## config.mk

```make
export PLATFORM = sky130hd
export DESIGN_NAME = delimited_integer_parser
export DESIGN_NICKNAME = d
export VERILOG_FILES = /design/src/sv/dip_pkg.sv /design/src/sv/dip_token_core.sv /design/src/sv/dip_result_queue.sv /design/src/sv/delimited_integer_parser.sv
export SDC_FILE = /design/constraint.sdc
export NUM_CORES = 1
export LEC_CHECK = 0
export ABC_CLOCK_PERIOD_IN_PS = 17000
export BUFFER_PORTS_ARGS = -buffer_cell sky130_fd_sc_hd__buf_2
export CAP_MARGIN = 20
export CORE_MARGIN = 3
export CORE_UTILIZATION = 50
export DETAILED_ROUTE_END_ITERATION = 16
export PLACE_DENSITY_LB_ADDON = 0.3
export SLEW_MARGIN = 15
export SYNTH_ARGS = -nofsm -noshare
export SYNTH_HDL_FRONTEND = slang
export SYNTH_SLANG_ARGS = --single-unit
```

## constraint.sdc

```tcl
create_clock -name clock -period 17 [get_ports clock]
set_input_delay 3.4 -clock clock [delete_from_list [all_inputs] [get_ports clock]]
set_output_delay 3.4 -clock clock [all_outputs]
set_load 0.05 [all_outputs]
```

## src/sv/dip_pkg.sv

```systemverilog
// shared types, character codes and helpers for the delimited integer parser
package dip_pkg;

   // default saturation limit of the per-line number count
   localparam int unsigned MAX_COUNT_DEFAULT = 65535;

   // result queue depth, a power of two so the pointers wrap by themselves
   localparam int unsigned QUEUE_DEPTH = 4;

   // character codes
   localparam logic [7:0] CHAR_TAB   = 8'h09;
   localparam logic [7:0] CHAR_CR    = 8'h0D;
   localparam logic [7:0] CHAR_SPACE = 8'h20;
   localparam logic [7:0] CHAR_PCT   = 8'h25;
   localparam logic [7:0] CHAR_PLUS  = 8'h2B;
   localparam logic [7:0] CHAR_MINUS = 8'h2D;
   localparam logic [7:0] CHAR_ZERO  = 8'h30;
   localparam logic [7:0] CHAR_NINE  = 8'h39;
   localparam logic [7:0] CHAR_SEMI  = 8'h3B;

   // clamp limits of the signed result
   localparam logic [31:0] POS_LIMIT = 32'h7FFF_FFFF;
   localparam logic [31:0] NEG_LIMIT = 32'h8000_0000;

   // result kinds
   localparam logic KIND_NUMBER  = 1'b0;
   localparam logic KIND_SUMMARY = 1'b1;

   typedef enum logic [1:0] {
      PHASE_BETWEEN,
      PHASE_SIGN,
      PHASE_DIGITS,
      PHASE_BAD
   } phase_type;

   typedef struct packed {
      logic        saturated;
      logic [31:0] value;
   } number_type;

   typedef struct packed {
      logic        kind;
      logic [31:0] value;
      logic        saturated;
      logic [15:0] count;
   } result_type;

   // results raised by one item: an optional number, then an optional summary
   typedef struct packed {
      logic       num_valid;
      logic       sum_valid;
      result_type num;
      result_type sum;
   } push_type;

   // signed conversion of a magnitude with clamping to the 32-bit range
   function automatic number_type finish_token(input logic neg, input logic [31:0] mag,
                                               input logic clamped);
      number_type r;
      r.saturated = clamped;
      if (neg) begin
         if (mag > NEG_LIMIT) begin
            r.saturated = 1'b1;
            r.value     = NEG_LIMIT;
         end else begin
            r.value = 32'd0 - mag;
         end
      end else begin
         if (mag > POS_LIMIT) begin
            r.saturated = 1'b1;
            r.value     = POS_LIMIT;
         end else begin
            r.value = mag;
         end
      end
      return r;
   endfunction

endpackage

```

## src/sv/dip_token_core.sv

```systemverilog
// token state and per-byte decode of the delimited integer parser
module dip_token_core #(
   parameter int unsigned MAX_COUNT = dip_pkg::MAX_COUNT_DEFAULT
) (
   input  logic              clock,
   input  logic              reset,
   input  logic              accept,
   input  logic [7:0]        character,
   input  logic              last_in_line,
   output dip_pkg::push_type push
);
   import dip_pkg::*;

   localparam int unsigned COUNT_W = $clog2(MAX_COUNT + 1);

   phase_type          phase_ff, phase_in;
   logic               neg_ff, neg_in;
   logic [31:0]        mag_ff, mag_in;
   logic               clamp_ff, clamp_in;
   logic [31:0]        held_value_ff, held_value_in;
   logic               held_clamp_ff, held_clamp_in;
   logic               held_valid_ff, held_valid_in;
   logic [COUNT_W-1:0] count_ff, count_in;

   logic               is_space, is_delim, is_pct, is_digit, is_sign;
   logic [31:0]        base_mag;
   logic [35:0]        product;
   number_type         fin;
   logic               emit_num;
   logic [COUNT_W-1:0] count_bump;

   // character classes
   always_comb begin
      is_space = (character == CHAR_SPACE) || (character >= CHAR_TAB && character <= CHAR_CR);
      is_delim = is_space || (character == CHAR_SEMI);
      is_pct   = character == CHAR_PCT;
      is_digit = (character >= CHAR_ZERO) && (character <= CHAR_NINE);
      is_sign  = (character == CHAR_PLUS) || (character == CHAR_MINUS);
   end

   // token phase
   always_comb begin
      phase_in = phase_ff;
      if (is_delim) begin
         phase_in = PHASE_BETWEEN;
      end else if (is_pct) begin
         phase_in = PHASE_BAD;
      end else if (is_digit) begin
         if (phase_ff != PHASE_BAD) begin
            phase_in = PHASE_DIGITS;
         end
      end else if (is_sign && phase_ff == PHASE_BETWEEN) begin
         phase_in = PHASE_SIGN;
      end else begin
         phase_in = PHASE_BAD;
      end
      if (last_in_line) begin
         phase_in = PHASE_BETWEEN;
      end
   end

   // magnitude accumulation, held number, count and results
   always_comb begin
      base_mag = (phase_ff == PHASE_BETWEEN) ? 32'd0 : mag_ff;
      product  = ({4'd0, base_mag} << 3) + ({4'd0, base_mag} << 1) + {32'd0, character[3:0]};

      neg_in   = neg_ff;
      mag_in   = mag_ff;
      clamp_in = clamp_ff;
      if (is_digit && phase_ff != PHASE_BAD) begin
         if (phase_ff == PHASE_BETWEEN) begin
            neg_in   = 1'b0;
            clamp_in = 1'b0;
         end
         if (product[35:32] != 4'd0) begin
            mag_in   = 32'hFFFF_FFFF;
            clamp_in = 1'b1;
         end else begin
            mag_in = product[31:0];
         end
      end else if (!is_delim && !is_pct && is_sign && phase_ff == PHASE_BETWEEN) begin
         neg_in   = character == CHAR_MINUS;
         mag_in   = 32'd0;
         clamp_in = 1'b0;
      end

      // delimiters and percent leave the magnitude alone, so one conversion serves all
      fin = finish_token(neg_in, mag_in, clamp_in);

      held_value_in = held_value_ff;
      held_clamp_in = held_clamp_ff;
      held_valid_in = held_valid_ff && (is_delim || is_pct);
      if (is_pct && phase_ff == PHASE_DIGITS) begin
         held_value_in = fin.value;
         held_clamp_in = fin.saturated;
         held_valid_in = 1'b1;
      end

      // a number leaves on a delimiter, or at line end from the open token or the held one
      emit_num = (is_delim && phase_ff == PHASE_DIGITS)
                 || (last_in_line && is_digit && phase_ff != PHASE_BAD)
                 || (last_in_line && held_valid_in);

      count_bump = count_ff;
      if (emit_num && count_ff < COUNT_W'(MAX_COUNT)) begin
         count_bump = count_ff + COUNT_W'(1);
      end
      count_in = last_in_line ? '0 : count_bump;

      push.num_valid     = accept && emit_num;
      push.sum_valid     = accept && last_in_line;
      push.num.kind      = KIND_NUMBER;
      push.num.value     = fin.value;
      push.num.saturated = fin.saturated;
      if (!(is_delim && phase_ff == PHASE_DIGITS)
          && !(is_digit && phase_ff != PHASE_BAD)) begin
         push.num.value     = held_value_in;
         push.num.saturated = held_clamp_in;
      end
      push.num.count     = 16'(count_bump);
      push.sum.kind      = KIND_SUMMARY;
      push.sum.value     = 32'd0;
      push.sum.saturated = 1'b0;
      push.sum.count     = 16'(count_bump);
   end

   // control state
   always_ff @(posedge clock) begin
      if (reset) begin
         phase_ff      <= PHASE_BETWEEN;
         held_valid_ff <= 1'b0;
         count_ff      <= '0;
      end else if (accept) begin
         phase_ff      <= phase_in;
         held_valid_ff <= held_valid_in && !last_in_line;
         count_ff      <= count_in;
      end
   end

   // token payload
   always_ff @(posedge clock) begin
      if (accept) begin
         neg_ff        <= neg_in;
         mag_ff        <= mag_in;
         clamp_ff      <= clamp_in;
         held_value_ff <= held_value_in;
         held_clamp_ff <= held_clamp_in;
      end
   end

endmodule

```

## src/sv/dip_result_queue.sv

```systemverilog
// small result queue taking up to two results per cycle and giving one
module dip_result_queue (
   input  logic                clock,
   input  logic                reset,
   input  dip_pkg::push_type   push,
   output logic                has_room,
   output logic                head_valid,
   input  logic                head_ready,
   output dip_pkg::result_type head
);
   import dip_pkg::*;

   localparam int unsigned PTR_W  = $clog2(QUEUE_DEPTH);
   localparam int unsigned FILL_W = $clog2(QUEUE_DEPTH + 1);

   result_type        entry_ff [QUEUE_DEPTH];
   logic [PTR_W-1:0]  wr_ptr_ff, wr_ptr_in;
   logic [PTR_W-1:0]  rd_ptr_ff, rd_ptr_in;
   logic [FILL_W-1:0] fill_ff, fill_in;
   logic [PTR_W-1:0]  wr_second;
   logic [1:0]        push_count;
   logic              pop;

   // pointer and fill arithmetic
   always_comb begin
      push_count = {1'b0, push.num_valid} + {1'b0, push.sum_valid};
      pop        = head_valid && head_ready;
      wr_second  = push.num_valid ? wr_ptr_ff + PTR_W'(1) : wr_ptr_ff;
      wr_ptr_in  = wr_ptr_ff + PTR_W'(push_count);
      rd_ptr_in  = rd_ptr_ff + PTR_W'(pop);
      fill_in    = fill_ff + FILL_W'(push_count) - FILL_W'(pop);
   end

   // room for the two results an item may raise
   assign has_room   = fill_ff <= FILL_W'(QUEUE_DEPTH - 2);
   assign head_valid = fill_ff != '0;
   assign head       = entry_ff[rd_ptr_ff];

   always_ff @(posedge clock) begin
      if (reset) begin
         wr_ptr_ff <= '0;
         rd_ptr_ff <= '0;
         fill_ff   <= '0;
      end else begin
         wr_ptr_ff <= wr_ptr_in;
         rd_ptr_ff <= rd_ptr_in;
         fill_ff   <= fill_in;
      end
   end

   // entry storage
   always_ff @(posedge clock) begin
      if (push.num_valid) begin
         entry_ff[wr_ptr_ff] <= push.num;
      end
      if (push.sum_valid) begin
         entry_ff[wr_second] <= push.sum;
      end
   end

endmodule

```

## src/sv/delimited_integer_parser.sv

```systemverilog
// Results: a result item enters the result queue when the input item that raises it is accepted.
// Throughput: one input item per cycle while the queue has room; the final byte of a line may raise a number
// and a summary, which leave one after the other on the one-item-per-cycle result port while rsp_tready is high.
// A four-entry result queue decouples the sides; input stalls when fewer than two free.
// Reset: synchronous, clears token phase, held number, line count and result queue.
module delimited_integer_parser #(
   parameter int unsigned MAX_COUNT = dip_pkg::MAX_COUNT_DEFAULT
) (
   input  logic        clock,
   input  logic        reset,
   input  logic        req_tvalid,
   output logic        req_tready,
   input  logic [7:0]  req_tdata,   // [7:0] character
   input  logic        req_tlast,   // last_in_line
   output logic        rsp_tvalid,
   input  logic        rsp_tready,
   output logic [55:0] rsp_tdata,   // [31:0] value, [32] saturated, [48:33] count, rest zero
   output logic [0:0]  rsp_tuser    // [0] kind
);
   import dip_pkg::*;

   push_type   push;
   result_type head;
   logic       accept;

   assign accept = req_tvalid && req_tready;

   // per-byte decode and token state
   dip_token_core #(
      .MAX_COUNT (MAX_COUNT)
   ) u_core (
      .clock        (clock),
      .reset        (reset),
      .accept       (accept),
      .character    (req_tdata),
      .last_in_line (req_tlast),
      .push         (push)
   );

   // result queue
   dip_result_queue u_queue (
      .clock      (clock),
      .reset      (reset),
      .push       (push),
      .has_room   (req_tready),
      .head_valid (rsp_tvalid),
      .head_ready (rsp_tready),
      .head       (head)
   );

   // result packing
   assign rsp_tdata = {7'd0, head.count, head.saturated, head.value};
   assign rsp_tuser = head.kind;

endmodule

```

# Yosys cells after proc, flatten, opt, wreduce, memory -nomap -nowiden
# Memory sizes are Yosys's and may differ from the RTL's. A register that Yosys moved wholly into a read port is not among the register bits.
# Cells that the tools add are included.
# Widths: inputs -> output; s select.
dict set report totals {
  register_bits 93
  ram_bits 200
  in_bits 13
  elab_cells 107
  mem_count 1
}
dict set report op_classes {
  add_sub_neg 10
  order_cmp 8
  eq_ne 8
  n_mux 34
  reduce_logical 35
}
# name words word_bits rd rd_ports_with_merged_regs wr line_no
set memory_table {}
lappend memory_table {u_queue.entry_ff 4 50 1 1 2 dip_result_queue.sv:16} ;# result_type entry_ff [QUEUE_DEPTH];
# cell count
set op_table {}
lappend op_table {{$mux 32} 7}
lappend op_table {{$mux 33} 2}
lappend op_table {{$eq 8x6->1 const B} 5}
lappend op_table {{$add 35x33->36} 1}
lappend op_table {{$add 36x4->36} 1}
lappend op_table {{$gt 32x31->1 const B} 1}
lappend op_table {{$gt 32x32->1 const B} 1}
lappend op_table {{$mux 16} 2}
lappend op_table {{$sub 1x32->32 const A} 1}
lappend op_table {{$logic_and 1x1->1} 20}
lappend op_table {{$add 16x1->16 const B} 1}
lappend op_table {{$lt 16x16->1 const B} 1}
lappend op_table {{$mux 2} 8}
lappend op_table {{$mux 1} 15}
lappend op_table {{$ge 8x4->1 const B} 1}
lappend op_table {{$ge 8x6->1 const B} 1}
lappend op_table {{$le 8x4->1 const B} 1}
lappend op_table {{$le 8x6->1 const B} 1}
lappend op_table {{$logic_or 1x1->1} 6}
lappend op_table {{$logic_not 1->1} 5}
lappend op_table {{$ne 5x3->1 const B} 1}
lappend op_table {{$reduce_bool 4->1} 1}
lappend op_table {{$add 3x2->3} 1}
lappend op_table {{$le 3x2->1 const B} 1}
lappend op_table {{other kinds (10)} 10}

# Depth between registers and ports, before layout
# Gate-level depths: netlist of run 1.
dict set report logic_depth {
  ltp_word 15
  depth_mapped 31
  ltp_nobuf 26
}

# By module
# A second synthesis of run 1 with hierarchy kept.
dict set report hier_totals {
  cells_unflattened 1654
  area_unflattened_um2 19466.2
}
# mod n_inst cells_per_inst area_per_inst_um2 seq_area_each_um2
set by_module_without_submodules {}
lappend by_module_without_submodules {dip_result_queue 1 543 10241.1 6145.9}
lappend by_module_without_submodules {dip_token_core 1 1102 9162.5 2392.3}
lappend by_module_without_submodules {delimited_integer_parser 1 9 62.6 0.0}

# Worst setup path before layout of run 1
# Ideal clock, no wire load.
dict set report synth_path {
  kind {input -> register}
  startpoint {input req_tdata[3]}
  endpoint {register u_core.held_value_ff[20] (data pin)}
  setup_time_ns 0.188
  t_arrival_ns 8.910
  t_required_ns 16.812
  setup_slack_ns 7.902
  stages 26
  n_path_buf 3
  cell_sequence {clkbuf_1 > inv_1 > fa_1 > inv_1 > ha_1 > a21o_1 > nand4_1 > a21oi_1 > o2111a_1 > or3b_1 > a32oi_4 > and3_1 > clkbuf_1 > clkbuf_1 > a21oi_1 > inv_1 > ha_1 > nand3b_1 > a21oi_1 > a31oi_1 > a21oi_1 > nand3_2 > or4_4 > nand2_2 > nor3_2 > o41ai_1}
}
dict set report synth_between {
  elab_chain_cells 14
  elab_cells_between_ends 35
}
# element line_no
set synth_rtl {}
lappend synth_rtl {{start: declaration} delimited_integer_parser.sv:13} ;# input logic [7:0] req_tdata,
lappend synth_rtl {{branches (longest 9 deep; another with $add 36x4->36)} --}
lappend synth_rtl {{$mux 32 *} dip_token_core.sv:70} ;# if (is_digit && phase_ff != PHASE_BAD) begin
lappend synth_rtl {{net u_core.mag_in[0]} dip_token_core.sv:18} ;# logic [31:0] mag_ff, mag_in;
lappend synth_rtl {{$sub 1x32->32 (tied with other cells)} dip_pkg.sv:66} ;# r.value = 32'd0 - mag;
lappend synth_rtl {{$mux 32 (on tied branches)} {dip_pkg.sv:62, dip_pkg.sv:69}}
lappend synth_rtl {{$mux 33 *} dip_pkg.sv:61} ;# if (neg) begin
lappend synth_rtl {{$mux 32 *} dip_token_core.sv:93} ;# if (is_pct && phase_ff == PHASE_DIGITS) begin
lappend synth_rtl {{net u_core.held_value_in[20]} dip_token_core.sv:20} ;# logic [31:0] held_value_ff, held_value_in;
lappend synth_rtl {{end signal: assignment} dip_token_core.sv:146} ;# held_value_ff <= held_value_in;
lappend synth_rtl {{end: declaration} dip_token_core.sv:20}
# Mark *: on every way through the listed nets, which the timed path passes.
# A chain may end at the register's enable or synchronous reset.

# Final worst setup path of run 1
dict set report layout_path {
  startpoint {input req_tdata[3]}
  endpoint {register u_core.held_value_ff[31] (data pin)}
}
# The elaborated chain is that of the path after synthesis.

==> results of run 1 <==
-- flip-flops by register name (all words and copies together), names as in the netlist --
name and flops:
u_queue.wr_ptr_ff 2, u_core.held_valid_ff 1, u_core.held_value_ff 32, u_core.mag_ff 32
u_core.neg_ff 1, u_core.clamp_ff 1, u_queue.fill_ff 3, u_queue.rd_ptr_ff 2
u_core.phase_ff 2, u_core.count_ff 16, u_core.held_clamp_ff 1, u_queue.entry_ff 200
-- logic make-up (layout without fill, tap and decap cells) --
logic type | Yosys count | in the layout | share of synthesized area
AO/OA/AOI/OAI | 539 | 539 | 0.214
buffers and inverters | 184 | 205 | 0.0433
multiplexers | 59 | 59 | 0.0701
other | 1 | 7 | 0.000216
AND/OR/NAND/NOR | 649 | 649 | 0.178
adder cells (fa/ha/maj) | 78 | 78 | 0.0575
XOR/XNOR | 45 | 45 | 0.0227
flip-flops | 293 | 293 | 0.413
-- per-layer routing --
metal / global-route usage / share of wire
met5: 0 / 0
met2: 0.468 / 0.49
met1: 0.347 / 0.40
met3: 0.0361 / 0.075
met4: 0.0841 / 0.032
-- layout by cell type (no fill, tap or decap), drive strengths merged, types with 8 or more instances in the layout --
cell and instances:
a211oi 14, a21o 19, a21oi 132, a22o 37
a31oi 22, a32o 16, a32oi 29, and2 11
and3 9, buf 95, clkbuf 49, dfxtp 162
edfxtp 131, ha 75, inv 51, mux2i 9
mux4 50, nand2 199, nand2b 15, nand3 37
nand3b 8, nand4 27, nor2 215, nor2b 39
nor3 32, nor4 17, o211ai 11, o21a 8
o21ai 126, o31ai 50, or3 19, xnor2 24
xor2 21
-- worst max-delay path: stages --
cell	delay [ns]
buf_2	0.17
inv_1	0.09
fa_1	0.59
inv_1	0.06
ha_1	0.29
a21o_1	0.18
nand4_1	0.16
a21oi_1	0.15
o2111a_1	0.30
or3b_1	0.42
a32oi_4	0.57
and3_1	0.63
a21oi_1	0.26
inv_1	0.11
ha_1	0.25
nand3b_1	0.12
a21oi_1	0.15
a31oi_1	0.09
a21oi_1	0.35
nand2_1	0.33
nor3_1	0.44
nand3b_1	0.12
a211oi_1	0.75
o31ai_1	0.11
-- power by group --
group,total [W],internal [W],switching [W]
clock,0.000729,0.000437,0.000291
combinational,0.000785,0.000244,0.000541
sequential,0.000869,0.000823,0.0000452
total,0.00238,0.00150,0.000878
-- final cells by class --
cell class,count,share of cell area
repair buffers,95,0.0291
inverters,49,0.00963
clock inverters,12,0.00674
well taps,448,0.0293
clock buffers,49,0.0517
flip-flops and latches,293,0.376
multi-input cells,1377,0.498
-- cell usage after synthesis (16+ instances only) --
library cell    n
a22o_1         37
a21o_1         19
nand3_1        34
xnor2_1        24
clkbuf_1      101
o21ai_1        28
ha_1           75
nor2b_1        39
xor2_1         21
a32oi_1        28
nand4_1        24
mux4_2         50
a21oi_1       127
o31ai_1        47
dfxtp_1       162
edfxtp_1      131
a31oi_1        21
nor2_1        215
o21ai_0        95
nand2_1       196
inv_1          46
nor3_1         28
or3_1          17
a32o_1         16
-- per-stage QoR --
| stage | area, um^2 | std cells | hold slack [ns] | utilization | setup slack, ns |
|---|---|---|---|---|---|
| CTS | 19100 | 2323 | 0.449 | 0.564 | 7.35 |
| global placement | 18000 | 2261 | 0.431 | 0.531 | 7.06 |
| global route | 19100 | 2323 | 0.468 | 0.564 | 6.69 |
| finish | 19100 | 2323 | 0.448 | 0.564 | 7.14 |
| detailed placement | 18000 | 2262 | 0.438 | 0.531 | 6.84 |
| floorplan | 17400 | 1854 | 0.420 | - | 7.90 |
-- final timing paths --
path | startpoint | to | slack, ns | cells after the start
worst min register to register | u_queue.entry_ff[2][35]$_SDFFE_PP0P_ | u_queue.entry_ff[2][35]$_SDFFE_PP0P_ | 0.45 | 2
worst min-delay path | u_queue.entry_ff[2][35]$_SDFFE_PP0P_ | u_queue.entry_ff[2][35]$_SDFFE_PP0P_ | 0.45 | 2
worst max register to register | u_core.phase_ff[1]$_SDFFE_PP0P_ | u_core.held_value_ff[31]$_DFFE_PP_ | 9.16 | 24
worst max-delay path | req_tdata[3] | u_core.held_value_ff[31]$_DFFE_PP_ | 7.14 | 24
==> impl_metrics.ini, run 1 <==
[synth]
ys_types = 99
synth_edf_count = 131
syn_area_per_cell_um2 = 9.39
synth_area_um2 = 17400
synthCells = 1848
synth_top_area_cell = edfxtp_1
yosysSeqAreaShare = 0.413
synthArstFlopShare = 0
yosys-top-cells-area = edfxtp_1, dfxtp_1, mux4_2
synth_ff_type = dfxtp_1
yosysTopAreaCellShare = 0.227
yosysWarnings = 0
synth-seq-cells = 293

[route]
vias = 15000
firstDrtPassIters = 6
first_iter_violations = 1753
vias_per_cell = 6.46
ant_nets = 0
route.detailed.drc = 0
wl_per_cell_um = 21.7
wl_mm = 50.4

[global_route]
grt_max_degree = 73
grtUsageTotal = 0.269
grt_pass1_wl_mm = 79.4
antenna_found_initial = 0
grt_overflow_total = 0
grt_pass1_vias = 14400

[cells_and_area]
multi_input_area_um2 = 9510
layout-drive-gt1-share = 0.137
seq_area_um2 = 7180
n_fill_cell = 3019
area_delta_synth_final_pct = 10.1
final_net_count = 1941
diodes = 0

[timing]
finalSetupViolations = 0
hold_viol = 0
worst_pin_slew_ns = 1.11
slew_viol_final = 0
rsz0062_at_grt = no
fin_skew_ns = 0.0151
tns_ns = 0
maxSlewHeadroom = 0.260
min_period_ns = 9.86
timing.final.crit_share = 0.580
max_freq_ghz = 0.101

[clock_network]
cts_max_path_buffers = 3
cts_tree = done
clk_pin_slew_worst_paths_ns = 0.06
cts_resized = 0
cts_max_level = 2
hold_buffers = 0
clock-root-buffer = clkbuf_16
insertion_delay_ns = 0.52
cts_buffers = 34
cts_setup_buffers = 0
cts_sinks = 293

[die]
io_pins = 72
rows = 67
die_area_um2 = 37000
start_util = 0.513
die_y_um = 192
core-area_um2 = 33900
die_w_um = 192

[hold_path]
hold_path_class = flip-flop to flip-flop

[worst_setup_path]
cp.required_ns = 17.24
critPathArrivalTime_ns = 10.10
cp-start-kind = primary input
crit_path_end_kind = flip-flop
crit_path_max_fanout = 14
worstSetupPathType = primary input to flip-flop

[run]
maxCapViolations = 0

[status]
status = finished, final reports clean

[power]
fin_total_pwr_w = 0.00238
power.density_nw_per_um2 = 125
leakage_nw = 7.20
ir_drop_v = 0.000176

[place]
hpwl_mm = 34.2
portBuffers = 64
place.gp.congestion = 0.954
Power figures use the tool's default switching activity.
==> run 2, diff against run 1 <==
Settings changed: ABC_CLOCK_PERIOD_IN_PS 17000 to 8300.
Clock period 17 ns to 8.3 ns, I/O delays scaled along.
==> run 2 against run 1 <==
Total power up 100%. Register-to-register slack worse by 8.1 ns. First-iteration DRC count rose by 3.2%. Count of clock-buffer cells in the layout up 1. Utilization fell by 0.063 points. Non-clock buffer count rose by 5. Worst setup slack worse by 6.4 ns. Highest routed layer unchanged. Largest power group unchanged.
==> impl_metrics.ini, run 2 (synthesis gave the netlist of run 1 again) <==
[global_route]
grt_overflow_total = 0
grt_pass1_wl_mm = 80.6
grt_pass1_vias = 14500
grtUsageTotal = 0.272
antenna_found_initial = 0
grt_max_degree = 73

[route]
first_iter_violations = 1809
firstDrtPassIters = 6
vias_per_cell = 6.46
ant_nets = 0
wl_per_cell_um = 22.0
wl_mm = 51.1
route.detailed.drc = 0
vias = 15000

[clock_network]
hold_buffers = 0
cts_setup_buffers = 0
cts_max_path_buffers = 3
cts_buffers = 31
clk_pin_slew_worst_paths_ns = 0.06
cts_sinks = 293
cts_max_level = 1
insertion_delay_ns = 0.57
cts_tree = done
clock-root-buffer = clkbuf_16
cts_resized = 0

[place]
hpwl_mm = 35.1
place.gp.congestion = 0.918
placed_cells = 2267
portBuffers = 64

[timing]
fin_skew_ns = 0.0140
max_freq_ghz = 0.131
rsz0062_at_grt = no
maxSlewHeadroom = 0.318
min_period_ns = 7.61
slew_viol_final = 0
finalSetupViolations = 0
hold_viol = 0
worst_pin_slew_ns = 1.02
timing.final.crit_share = 0.917
tns_ns = 0

[worst_setup_path]
crit_top_cell = a21oi_1
crit_path_end_kind = flip-flop
path_buf_inv = 2
worstSetupPathType = primary input to flip-flop
crit_path_max_fanout = 11
path_delay_family = compound AO/OA/AOI/OAI gates
path_cells = buf_2 > inv_1 > fa_1 > fa_1 > nand2b_1 > a21oi_1 > o2111ai_1 > a211oi_1 > o21ai_1 > xor2_1 > nand3_2 > nor2_1 > nor2_1 > a31oi_1 > ha_1 > nand3b_1 > a21oi_1 > a31oi_1 > a21oi_1 > nand2_1 > o311a_1 > a211o_1 > o31ai_1 > a22o_1
cp_slowest_stage_delay_ns = 0.62
cp_slowest_cell = o31ai_1
cp.required_ns = 8.80
cp-start-kind = primary input
critPathArrivalTime_ns = 8.11

[die]
start_util = 0.513
die_w_um = 192
rows = 67
die_y_um = 192
io_pins = 72
die_area_um2 = 37000
core-area_um2 = 33900

[cells_and_area]
fin_cells = 2324
diodes = 0
top_register = u_queue.entry_ff
largest_register_ffs = 200
layout-drive-gt1-share = 0.140
layout_common_cells = nor2_1, nand2_1, dfxtp_1
area_delta_synth_final_pct = 9.96
final_net_count = 1943
final_common_cell = nor2_1
largestRegisters = u_queue.entry_ff: 200 flops, u_core.held_value_ff: 32 flops, u_core.mag_ff: 32 flops
final_util = 0.564
n_fill_cell = 2993

[power]
ir_drop_v = 0.000261
leakage_nw = 7.21
power.density_nw_per_um2 = 253

[status]
status = finished, final reports clean

[hold_path]
hold_path_class = flip-flop to flip-flop

[run]
maxCapViolations = 0
-- run 2: changes by cell type in the layout (fill, tap and decap cells not counted), sizes merged --
cell | previous run | this run
clkinv | 7 | 5
buf | 95 | 100
clkbuf | 49 | 50
clkinvlp | 1 | 0
bufinv | 2 | 0
-- run 2: stage by stage --
stage          instance area, um^2  power [W]  hold slack [ns]  setup WS, ns
6_report                     19100    0.00483            0.449         0.691
2_1_floorplan                17400    0.00297            0.420         0.942
5_1_grt                      19100    0.00503            0.465         0.114
3_3_place_gp                 18000    0.00338            0.430         0.493
3_5_place_dp                 18000    0.00340            0.438         0.220
4_1_cts                      19100    0.00481            0.451         0.789
-- run 2: path summary, 6_finish.rpt --
path / cells past startpoint / from / slack [ns] / end
setup / recovery: 24 / req_tdata[3] / 0.69 / u_queue.entry_ff[3][29]$_SDFFE_PP0P_
hold / removal: 2 / u_queue.entry_ff[2][41]$_SDFFE_PP0P_ / 0.45 / u_queue.entry_ff[2][41]$_SDFFE_PP0P_
setup reg to reg: 25 / u_core.phase_ff[1]$_SDFFE_PP0P_ / 1.08 / u_queue.entry_ff[3][29]$_SDFFE_PP0P_
hold reg to reg: 2 / u_queue.entry_ff[2][41]$_SDFFE_PP0P_ / 0.45 / u_queue.entry_ff[2][41]$_SDFFE_PP0P_
-- run 2: cell type report --
cell class,instances,area (um^2),share of cell area
clock buffer,50,1010,0.0529
clock inverter,7,52.6,0.00275
inverter,49,184,0.00964
multi-input combinational,1377,9510,0.498
sequential,293,7180,0.376
tap,448,561,0.0294
timing repair buffer,100,591,0.0309
-- run 2: routing by layer --
metal | GRT usage | wire length, um | part of all wire
met5 | 0 | 0 | 0
met2 | 0.459 | 24700 | 0.48
met3 | 0.0352 | 3630 | 0.071
met1 | 0.364 | 21100 | 0.41
met4 | 0.0888 | 1650 | 0.032
-- run 2: worst min-delay path, stage by stage, from the launching register on --
cell and delay (ns):
dfxtp_1 0.32, nand2_1 0.05, o31ai_1 0.05
-- run 2: where the power goes --
| part | switching (W) | internal, W |
|---|---|---|
| clock | 0.000584 | 0.000836 |
| sequential | 0.0000955 | 0.00169 |
| combinational | 0.00112 | 0.000508 |
